`config.mk`:
```
export PLATFORM = sky130hd
export DESIGN_NAME = dust_history_averager
export DESIGN_NICKNAME = d
export VERILOG_FILES = /design/src/dha_pkg.sv /design/src/dha_slot_ring.sv /design/src/dha_hist_ring.sv /design/src/dha_classify.sv /design/src/dust_history_averager.sv
export SDC_FILE = /design/constraint.sdc
export NUM_CORES = 1
export LEC_CHECK = 0
export ABC_AREA = 1
export BUFFER_PORTS_ARGS = -buffer_cell sky130_fd_sc_hd__buf_2
export CAP_MARGIN = 20
export CORE_MARGIN = 5
export CORE_UTILIZATION = 39
export CTS_CLUSTER_SIZE = 10
export DETAILED_ROUTE_END_ITERATION = 12
export PLACE_DENSITY = 0.56
export SLEW_MARGIN = 15
export SYNTH_ARGS = -nofsm -noshare
export SYNTH_HDL_FRONTEND = slang
export SYNTH_SLANG_ARGS = --single-unit
```
`constraint.sdc`:
```
create_clock -name i_clk -period 11.6 [get_ports i_clk]
set_input_delay 1.74 -clock i_clk [delete_from_list [all_inputs] [get_ports i_clk]]
set_output_delay 1.74 -clock i_clk [all_outputs]
set_load 0.05 [all_outputs]
```
`src/dha_pkg.sv`:
```
// shared types, constants and helpers for the dust history averager
package dha_pkg;

    // field widths
    localparam int DATA_W    = 10;
    localparam int OPC_W     = 2;
    localparam int MIN_W     = 6;
    localparam int IDX_W     = 5;
    localparam int CLS_W     = 3;
    localparam int CFG_IDX_W = 2;

    // default geometry
    localparam int SLOTS_PER_HOUR_DEF = 12;
    localparam int HISTORY_HOURS_DEF  = 24;

    // spacing of ring samples in minutes
    localparam int FIVE_MINUTES = 5;

    // opcodes
    localparam logic [OPC_W-1:0] OP_MINUTE = 2'd0;
    localparam logic [OPC_W-1:0] OP_HOUR   = 2'd1;
    localparam logic [OPC_W-1:0] OP_QUERY  = 2'd2;

    // configuration register indexes
    localparam logic [CFG_IDX_W-1:0] CFG_VERY_GOOD = 2'd0;
    localparam logic [CFG_IDX_W-1:0] CFG_GOOD      = 2'd1;
    localparam logic [CFG_IDX_W-1:0] CFG_MODERATE  = 2'd2;
    localparam logic [CFG_IDX_W-1:0] CFG_BAD       = 2'd3;

    // limit reset values
    localparam logic [DATA_W-1:0] LIMIT_VERY_GOOD_RST = 10'd15;
    localparam logic [DATA_W-1:0] LIMIT_GOOD_RST      = 10'd30;
    localparam logic [DATA_W-1:0] LIMIT_MODERATE_RST  = 10'd55;
    localparam logic [DATA_W-1:0] LIMIT_BAD_RST       = 10'd110;

    // air quality classes
    localparam logic [CLS_W-1:0] CLS_VERY_GOOD = 3'd0;
    localparam logic [CLS_W-1:0] CLS_GOOD      = 3'd1;
    localparam logic [CLS_W-1:0] CLS_MODERATE  = 3'd2;
    localparam logic [CLS_W-1:0] CLS_BAD       = 3'd3;
    localparam logic [CLS_W-1:0] CLS_VERY_BAD  = 3'd4;

    // input transaction
    typedef struct packed {
        logic [OPC_W-1:0]  opcode;
        logic [MIN_W-1:0]  minute;
        logic [DATA_W-1:0] dust_value;
        logic [IDX_W-1:0]  hour_index;
    } t_in_item;

    // result transaction
    typedef struct packed {
        logic [DATA_W-1:0] hour_average;
        logic [CLS_W-1:0]  air_class;
    } t_out_item;

    // sequencer states
    typedef enum logic [3:0] {
        S_IDLE,
        S_DECODE,
        S_SUM,
        S_SUM_TAIL,
        S_DIV,
        S_HIST_WR,
        S_RD,
        S_DONE
    } t_state;

    // minute is a multiple of five, checked against the table of multiples
    function automatic logic is_five_minute(input logic [MIN_W-1:0] minute);
        logic hit;
        hit = 1'b0;
        for (int k = 0; k * FIVE_MINUTES < (1 << MIN_W); k++) begin
            if (minute == MIN_W'(k * FIVE_MINUTES)) begin
                hit = 1'b1;
            end
        end
        return hit;
    endfunction

endpackage

```
`src/dha_slot_ring.sv`:
```
// ring of five-minute dust samples with write pointer and per-slot valid bits
module dha_slot_ring #(
    parameter int SLOTS_PER_HOUR = dha_pkg::SLOTS_PER_HOUR_DEF
) (
    input  logic                                 i_clk,
    input  logic                                 i_rst_n,
    input  logic                                 i_wr_en,
    input  logic [dha_pkg::DATA_W-1:0]           i_wr_data,
    input  logic [$clog2(SLOTS_PER_HOUR)-1:0]    i_rd_addr,
    output logic [dha_pkg::DATA_W-1:0]           o_rd_data
);

    localparam int AW = $clog2(SLOTS_PER_HOUR);

    logic [dha_pkg::DATA_W-1:0] r_mem [SLOTS_PER_HOUR];
    logic [SLOTS_PER_HOUR-1:0]  r_vld;
    logic [SLOTS_PER_HOUR-1:0]  n_vld;
    logic [AW-1:0]              r_ptr;
    logic [AW-1:0]              n_ptr;
    logic [dha_pkg::DATA_W-1:0] r_rd_data;
    logic                       r_rd_vld;

    // pointer advance with wrap after the last slot
    always_comb begin
        n_ptr = r_ptr;
        n_vld = r_vld;
        if (i_wr_en) begin
            n_vld[r_ptr] = 1'b1;
            n_ptr = (r_ptr == AW'(SLOTS_PER_HOUR - 1)) ? '0 : r_ptr + 1'b1;
        end
    end

    // control state
    always_ff @(posedge i_clk) begin
        if (!i_rst_n) begin
            r_ptr <= '0;
            r_vld <= '0;
        end else begin
            r_ptr <= n_ptr;
            r_vld <= n_vld;
        end
    end

    // sample memory write
    always_ff @(posedge i_clk) begin
        if (i_wr_en) begin
            r_mem[r_ptr] <= i_wr_data;
        end
    end

    // registered read, never-written slots read as zero
    always_ff @(posedge i_clk) begin
        r_rd_data <= r_mem[i_rd_addr];
        r_rd_vld  <= r_vld[i_rd_addr];
    end

    assign o_rd_data = r_rd_vld ? r_rd_data : '0;

endmodule

```
`src/dha_hist_ring.sv`:
```
// hourly history kept as a ring with a moving head, newest entry at index 0
module dha_hist_ring #(
    parameter int HISTORY_HOURS = dha_pkg::HISTORY_HOURS_DEF
) (
    input  logic                        i_clk,
    input  logic                        i_rst_n,
    input  logic                        i_push,
    input  logic [dha_pkg::DATA_W-1:0]  i_push_data,
    input  logic [dha_pkg::IDX_W-1:0]   i_rd_index,
    output logic [dha_pkg::DATA_W-1:0]  o_rd_data
);

    localparam int AW = $clog2(HISTORY_HOURS);
    localparam int CW = dha_pkg::IDX_W + 2;

    logic [dha_pkg::DATA_W-1:0] r_mem [HISTORY_HOURS];
    logic [HISTORY_HOURS-1:0]   r_vld;
    logic [AW-1:0]              r_head;
    logic [AW-1:0]              n_head;
    logic [AW:0]                rd_sum;
    logic [AW-1:0]              rd_addr;
    logic                       rd_in_range;
    logic [dha_pkg::DATA_W-1:0] r_rd_data;
    logic                       r_rd_ok;

    // head moves down by one on every push, wrapping below zero
    assign n_head = (r_head == '0) ? AW'(HISTORY_HOURS - 1) : r_head - 1'b1;

    // logical index to physical address
    assign rd_in_range = CW'(i_rd_index) < CW'(HISTORY_HOURS);
    assign rd_sum      = (AW + 1)'(AW'(i_rd_index)) + (AW + 1)'(r_head);
    assign rd_addr     = (rd_sum >= (AW + 1)'(HISTORY_HOURS))
                       ? AW'(rd_sum - (AW + 1)'(HISTORY_HOURS))
                       : AW'(rd_sum);

    // head pointer and valid bits
    always_ff @(posedge i_clk) begin
        if (!i_rst_n) begin
            r_head <= '0;
            r_vld  <= '0;
        end else if (i_push) begin
            r_head         <= n_head;
            r_vld[n_head]  <= 1'b1;
        end
    end

    // history memory write
    always_ff @(posedge i_clk) begin
        if (i_push) begin
            r_mem[n_head] <= i_push_data;
        end
    end

    // registered read, out of range or never-written entries read as zero
    always_ff @(posedge i_clk) begin
        r_rd_data <= r_mem[rd_addr];
        r_rd_ok   <= rd_in_range && r_vld[rd_addr];
    end

    assign o_rd_data = r_rd_ok ? r_rd_data : '0;

endmodule

```
`src/dha_classify.sv`:
```
// limit registers and first-match air quality classification
module dha_classify (
    input  logic                           i_clk,
    input  logic                           i_rst_n,
    input  logic                           i_cfg_valid,
    input  logic [dha_pkg::CFG_IDX_W-1:0]  i_cfg_index,
    input  logic [dha_pkg::DATA_W-1:0]     i_cfg_data,
    input  logic [dha_pkg::DATA_W-1:0]     i_value,
    output logic [dha_pkg::CLS_W-1:0]      o_class
);

    logic [dha_pkg::DATA_W-1:0] r_lim_very_good;
    logic [dha_pkg::DATA_W-1:0] r_lim_good;
    logic [dha_pkg::DATA_W-1:0] r_lim_moderate;
    logic [dha_pkg::DATA_W-1:0] r_lim_bad;

    // configuration writes
    always_ff @(posedge i_clk) begin
        if (!i_rst_n) begin
            r_lim_very_good <= dha_pkg::LIMIT_VERY_GOOD_RST;
            r_lim_good      <= dha_pkg::LIMIT_GOOD_RST;
            r_lim_moderate  <= dha_pkg::LIMIT_MODERATE_RST;
            r_lim_bad       <= dha_pkg::LIMIT_BAD_RST;
        end else if (i_cfg_valid) begin
            case (i_cfg_index)
                dha_pkg::CFG_VERY_GOOD: r_lim_very_good <= i_cfg_data;
                dha_pkg::CFG_GOOD:      r_lim_good      <= i_cfg_data;
                dha_pkg::CFG_MODERATE:  r_lim_moderate  <= i_cfg_data;
                dha_pkg::CFG_BAD:       r_lim_bad       <= i_cfg_data;
                default: ;
            endcase
        end
    end

    // compare chain in register order
    always_comb begin
        if (i_value < r_lim_very_good) begin
            o_class = dha_pkg::CLS_VERY_GOOD;
        end else if (i_value < r_lim_good) begin
            o_class = dha_pkg::CLS_GOOD;
        end else if (i_value < r_lim_moderate) begin
            o_class = dha_pkg::CLS_MODERATE;
        end else if (i_value < r_lim_bad) begin
            o_class = dha_pkg::CLS_BAD;
        end else begin
            o_class = dha_pkg::CLS_VERY_BAD;
        end
    end

endmodule

```
`src/dust_history_averager.sv`:
```
// top level: sequencer with one shared adder for the slot sum and a reciprocal multiply
//
//  channel | direction | handshake               | payload
//  in      | input     | i_in_valid / o_in_ready | i_in_data  (t_in_item)
//  out     | output    | o_out_valid/ i_out_ready| o_out_data (t_out_item)
//  cfg     | input     | i_cfg_valid/ o_cfg_ready| i_cfg_index, i_cfg_data
//
// minute tick and query: decode, read and done states in turn, the result is registered on leaving done.
// hour tick: decode, sum, sum tail, divide, history write, read and done states in turn;
// the shared adder walks the slot ring one slot a cycle, then one reciprocal multiply
// divides the sum by the slot count.
// one transaction in flight; o_in_ready is high only while idle.
// a finished result waits in the output register, the next item is taken meanwhile.
// synchronous active-low reset clears pointers, valid bits and limits; no sweep.
module dust_history_averager #(
    parameter int SLOTS_PER_HOUR = dha_pkg::SLOTS_PER_HOUR_DEF,
    parameter int HISTORY_HOURS  = dha_pkg::HISTORY_HOURS_DEF
) (
    input  logic                           i_clk,
    input  logic                           i_rst_n,
    input  logic                           i_in_valid,
    output logic                           o_in_ready,
    input  dha_pkg::t_in_item              i_in_data,
    output logic                           o_out_valid,
    input  logic                           i_out_ready,
    output dha_pkg::t_out_item             o_out_data,
    input  logic                           i_cfg_valid,
    output logic                           o_cfg_ready,
    input  logic [dha_pkg::CFG_IDX_W-1:0]  i_cfg_index,
    input  logic [dha_pkg::DATA_W-1:0]     i_cfg_data
);

    localparam int SLOT_AW   = $clog2(SLOTS_PER_HOUR);
    localparam int SUM_W     = dha_pkg::DATA_W + $clog2(SLOTS_PER_HOUR);
    localparam int CNT_W     = SLOT_AW;
    // reciprocal of the slot count, exact for every sum the ring can hold
    localparam int DIV_SHIFT = SUM_W + $clog2(SLOTS_PER_HOUR);
    localparam int RCP_W     = SUM_W + 1;
    localparam int PROD_W    = SUM_W + RCP_W;
    localparam logic [RCP_W-1:0] DIV_RCP =
        RCP_W'(((1 << DIV_SHIFT) + SLOTS_PER_HOUR - 1) / SLOTS_PER_HOUR);

    dha_pkg::t_state    r_state, n_state;
    dha_pkg::t_in_item  r_item, n_item;
    logic [SUM_W-1:0]   r_acc, n_acc;
    logic [CNT_W-1:0]   r_cnt, n_cnt;
    logic               r_out_valid, n_out_valid;
    dha_pkg::t_out_item r_out_data, n_out_data;

    logic                       slot_wr;
    logic [dha_pkg::DATA_W-1:0] slot_rd_data;
    logic                       hist_push;
    logic [dha_pkg::DATA_W-1:0] hist_rd_data;
    logic [dha_pkg::CLS_W-1:0]  rd_class;

    logic [SUM_W-1:0]  alu_a;
    logic [SUM_W-1:0]  alu_b;
    logic [SUM_W-1:0]  alu_sum;
    logic [PROD_W-1:0] div_prod;

    // five-minute sample ring
    dha_slot_ring #(
        .SLOTS_PER_HOUR(SLOTS_PER_HOUR)
    ) u_slot_ring (
        .i_clk     (i_clk),
        .i_rst_n   (i_rst_n),
        .i_wr_en   (slot_wr),
        .i_wr_data (r_item.dust_value),
        .i_rd_addr (r_cnt),
        .o_rd_data (slot_rd_data)
    );

    // hourly history
    dha_hist_ring #(
        .HISTORY_HOURS(HISTORY_HOURS)
    ) u_hist_ring (
        .i_clk       (i_clk),
        .i_rst_n     (i_rst_n),
        .i_push      (hist_push),
        .i_push_data (r_acc[dha_pkg::DATA_W-1:0]),
        .i_rd_index  (r_item.hour_index),
        .o_rd_data   (hist_rd_data)
    );

    // limits and classification
    dha_classify u_classify (
        .i_clk       (i_clk),
        .i_rst_n     (i_rst_n),
        .i_cfg_valid (i_cfg_valid),
        .i_cfg_index (i_cfg_index),
        .i_cfg_data  (i_cfg_data),
        .i_value     (hist_rd_data),
        .o_class     (rd_class)
    );

    // shared adder, the sum of all slots never overflows SUM_W
    assign alu_sum = alu_a + alu_b;

    // divide by the slot count as a multiply by its scaled reciprocal
    assign div_prod = PROD_W'(r_acc) * PROD_W'(DIV_RCP);

    // sequencer
    always_comb begin
        n_state     = r_state;
        n_item      = r_item;
        n_acc       = r_acc;
        n_cnt       = r_cnt;
        n_out_valid = r_out_valid;
        n_out_data  = r_out_data;
        slot_wr     = 1'b0;
        hist_push   = 1'b0;
        alu_a       = r_acc;
        alu_b       = SUM_W'(slot_rd_data);

        // result taken
        if (r_out_valid && i_out_ready) begin
            n_out_valid = 1'b0;
        end

        case (r_state)
            dha_pkg::S_IDLE: begin
                if (i_in_valid) begin
                    n_item  = i_in_data;
                    n_state = dha_pkg::S_DECODE;
                end
            end
            dha_pkg::S_DECODE: begin
                if (r_item.opcode == dha_pkg::OP_MINUTE) begin
                    slot_wr = dha_pkg::is_five_minute(r_item.minute);
                    n_state = dha_pkg::S_RD;
                end else if (r_item.opcode == dha_pkg::OP_HOUR) begin
                    n_acc   = '0;
                    n_cnt   = '0;
                    n_state = dha_pkg::S_SUM;
                end else begin
                    n_state = dha_pkg::S_RD;
                end
            end
            dha_pkg::S_SUM: begin
                // read slot r_cnt, add the slot read in the previous cycle
                if (r_cnt != '0) begin
                    n_acc = alu_sum;
                end
                if (r_cnt == CNT_W'(SLOTS_PER_HOUR - 1)) begin
                    n_state = dha_pkg::S_SUM_TAIL;
                end else begin
                    n_cnt = r_cnt + 1'b1;
                end
            end
            dha_pkg::S_SUM_TAIL: begin
                n_acc   = alu_sum;
                n_cnt   = '0;
                n_state = dha_pkg::S_DIV;
            end
            dha_pkg::S_DIV: begin
                // truncated average, always fits the data width
                n_acc   = SUM_W'(div_prod[DIV_SHIFT +: dha_pkg::DATA_W]);
                n_state = dha_pkg::S_HIST_WR;
            end
            dha_pkg::S_HIST_WR: begin
                hist_push = 1'b1;
                n_state   = dha_pkg::S_RD;
            end
            dha_pkg::S_RD: begin
                n_state = dha_pkg::S_DONE;
            end
            dha_pkg::S_DONE: begin
                if (!r_out_valid || i_out_ready) begin
                    n_out_valid             = 1'b1;
                    n_out_data.hour_average = hist_rd_data;
                    n_out_data.air_class    = rd_class;
                    n_state                 = dha_pkg::S_IDLE;
                end
            end
            default: begin
                n_state = dha_pkg::S_IDLE;
            end
        endcase
    end

    // control registers
    always_ff @(posedge i_clk) begin
        if (!i_rst_n) begin
            r_state     <= dha_pkg::S_IDLE;
            r_out_valid <= 1'b0;
        end else begin
            r_state     <= n_state;
            r_out_valid <= n_out_valid;
        end
    end

    // datapath registers
    always_ff @(posedge i_clk) begin
        r_item     <= n_item;
        r_acc      <= n_acc;
        r_cnt      <= n_cnt;
        r_out_data <= n_out_data;
    end

    assign o_in_ready  = (r_state == dha_pkg::S_IDLE);
    assign o_out_valid = r_out_valid;
    assign o_out_data  = r_out_data;
    assign o_cfg_ready = 1'b1;

endmodule

```
==> results.yml <==
status:
  status: "complete, no violations"
layout:
  layout_commonest_cell: "nand2_1"
  antennaDiodeCount: 0
  fin_nets: 2858
  final_cell_mix: "nand2_1, edfxtp_1, inv_1"
  final_cells: 3508
  num-fill-cells: 6225
  final_cell_area_mm2: 0.0288
  synthToLayoutAreaGrowth_pct: 11.1
  drive_gt1_share_pct: 6.58
synth:
  synth_top_area_cell: "edfxtp_1"
  synthArstFlopShare_pct: 0
  ys_types: 45
  synth_top_family_by_area: "simple AND/OR/NAND/NOR gates"
  syn_avg_cell_area_um2: 10.1
  muxShareOfSynthArea_pct: 0
  synthXorXnorAreaFrac_pct: 0.295
  synthAdderAreaFrac_pct: 11.8
  syn_inst: 2567
  synth_simple_gate_area_share_pct: 14.7
  synthTopCellsByArea: "edfxtp_1, dfxtp_1, ha_1"
  synthesis.area_mm2: 0.0259
  synth_edf_count: 414
  yosysSeqAreaShare_pct: 56.6
  ys_ff_latch: 525
  yosys_warnings: 0
  synth_nets: 2816
  synth_compound_area_share_pct: 10.0
  ys.flop_type: "edfxtp_1"
  synth_top_area_share_pct: 48.0
cts:
  insertion_delay_ps: 610
  postCtsHoldBufs: 0
  cts_made_buffers: 59
  postCtsResizedCells: 0
  cts_tree: "yes"
  cts_setup_buffers: 0
  cts_buffer_depth: 3
  clockRootBuffer: "clkbuf_16"
  path_clk_slew_ps: 60
  cts.sinks: 525
  htree_levels: 2
timing:
  rsz0062_at_grt: "no"
  finalSetupViolations: 0
  fin_worst_skew_ps: 20.0
  worst_pin_slew_ps: 1110
  tns_ps: 0
  fmax_mhz: 177
  drv_slew: 0
  period_share_pct: 48.7
  max_slew_margin_pct: 26.0
  period_minus_slack_ps: 5650
  hold_viol: 0
  setup_ws_ps: 5950
worst_setup_path:
  cp.required_ps: 11950
  cp.arrival_ps: 6000
  end_kind: "register"
  crit_type: "register to register"
  cp_slowest_cell: "edfxtp_1"
  slowest_delay_ps: 1040
  crit_path_cell_trace: "ha_1 > ha_1 > inv_1 > fa_1 > inv_1 > fa_1 > inv_1 > fa_1 > fa_1 > inv_1 > ha_1 > a21oi_1 > nand2_1 > nand2_1 > nand2_1 > a21oi_1 > nand3_1 > nand3_1 > nand2_1"
  start_kind: "register"
  path_max_fanout: 28
floorplan:
  chipHeight_um: 268
  pin_count: 56
  dieArea_mm2: 0.0716
  start_util_pct: 39.4
  die_w_um: 268
  rows: 94
  core_area_mm2: 0.0657
route:
  wl_mm: 66.9
  num_vias: 18100
  viasPerCell: 5.17
  drtIter0Drc: 1287
  ant_nets: 0
  wl_per_cell_um: 19.1
  drc_errors: 0
  dr.pass1.iters: 5
grt:
  grt_max_degree: 100
  grt-ovfl-total: 0
  grt_util_all_layers_pct: 18.4
  grt_pass1_vias: 17800
  antenna_found_initial: 0
  grt_first_pass_wirelength_mm: 104
placement:
  place_area_mm2: 0.0270
  portBuffers: 54
  gp_congestion: 0.912
  dp_hpwl_mm: 43.5
  post-place-ws_ps: 5980
  dpl.cell_count: 3411
job:
  cap_violations: 0
hold_path:
  hold_class: "register to register"
-- path summary, 6_finish.rpt --
check | start | endpoint | slack [ps] | cells past startpoint
worst min register to register | u_hist_ring.r_vld[18]$_SDFFE_PN0P_ | u_hist_ring.r_vld[18]$_SDFFE_PN0P_ | 450 | 2
worst max-delay path | alu_a[6]$_DFFE_PP_ | alu_a[9]$_DFFE_PP_ | 5950 | 19
worst min-delay path | u_hist_ring.r_vld[18]$_SDFFE_PN0P_ | u_hist_ring.r_vld[18]$_SDFFE_PN0P_ | 450 | 2
worst max register to register | alu_a[6]$_DFFE_PP_ | alu_a[9]$_DFFE_PP_ | 5950 | 19
-- Yosys cell counts, drive strengths merged, types with 15 or more instances --
cell and count:
nand3 156, o211ai 16, o21ai 227, buf 34, a21oi 131, edfxtp 414, nand2 467, clkbuf 62
o22ai 70, nand4 35, fa 58, inv 339, ha 151, nor3 15, dfxtp 111, nor2 226
-- worst max-delay path: cells and delay by family (launching register included) --
family,cells,cell delay (ps)
adders and majority gates,7,3150
DFF,1,1040
and+or+nand+nor,6,550
AOI/OAI and AO/OA,2,410
buffers and inverters,4,230
-- cell type report --
type	count	area [um^2]	share of cell area, %
tap	864	1080	3.76
multi-input combinational	1605	9570	33.3
inverter	341	1280	4.46
clock inverter	5	85.1	0.296
clock buffer	91	1630	5.66
sequential	525	14700	51.0
timing repair buffer	77	463	1.61
-- state kept, by name, summed over array words and instances, names as in the netlist --
signal / count
u_slot_ring.r_vld: 12
o_out_valid: 1
u_classify.r_lim_bad: 10
u_hist_ring.r_mem: 240
u_classify.r_lim_very_good: 10
u_hist_ring.r_rd_data: 10
u_slot_ring.r_ptr: 4
u_hist_ring.r_head: 5
u_hist_ring.r_rd_ok: 1
o_out_data: 13
u_slot_ring.r_mem: 120
r_item: 23
alu_a: 14
u_slot_ring.r_rd_vld: 1
u_hist_ring.r_vld: 24
u_classify.r_lim_good: 10
u_slot_ring.r_rd_data: 10
r_state: 3
u_classify.r_lim_moderate: 10
r_cnt: 4
-- cell families after synthesis --
kind of cell / count (synthesis)
other: 1
adder cells (fa/ha/maj): 209
AO/OA/AOI/OAI: 476
XOR/XNOR: 7
buffers and inverters: 437
flip-flops: 525
AND/OR/NAND/NOR: 912
-- per-stage QoR --
step / utilization [%] / hold WS, ps
CTS: 43.7 / 447
floorplan: - / 421
global placement: 41.1 / 435
detailed placement: 41.1 / 439
finish: 43.7 / 451
global route: 43.7 / 460
-- per-layer routing --
layer	GRT usage (%)	vias to the layer above	share of wire (%)
li1	-	8811	-
met1	26.0	8754	46
met2	30.2	458	47
met3	2.49	103	5.2
met4	4.96	0	2.5
met5	0	-	0
Power is left out: the tool's default activity adds up to more than one toggle a clock period on the data nets, which glitch-free logic cannot reach.
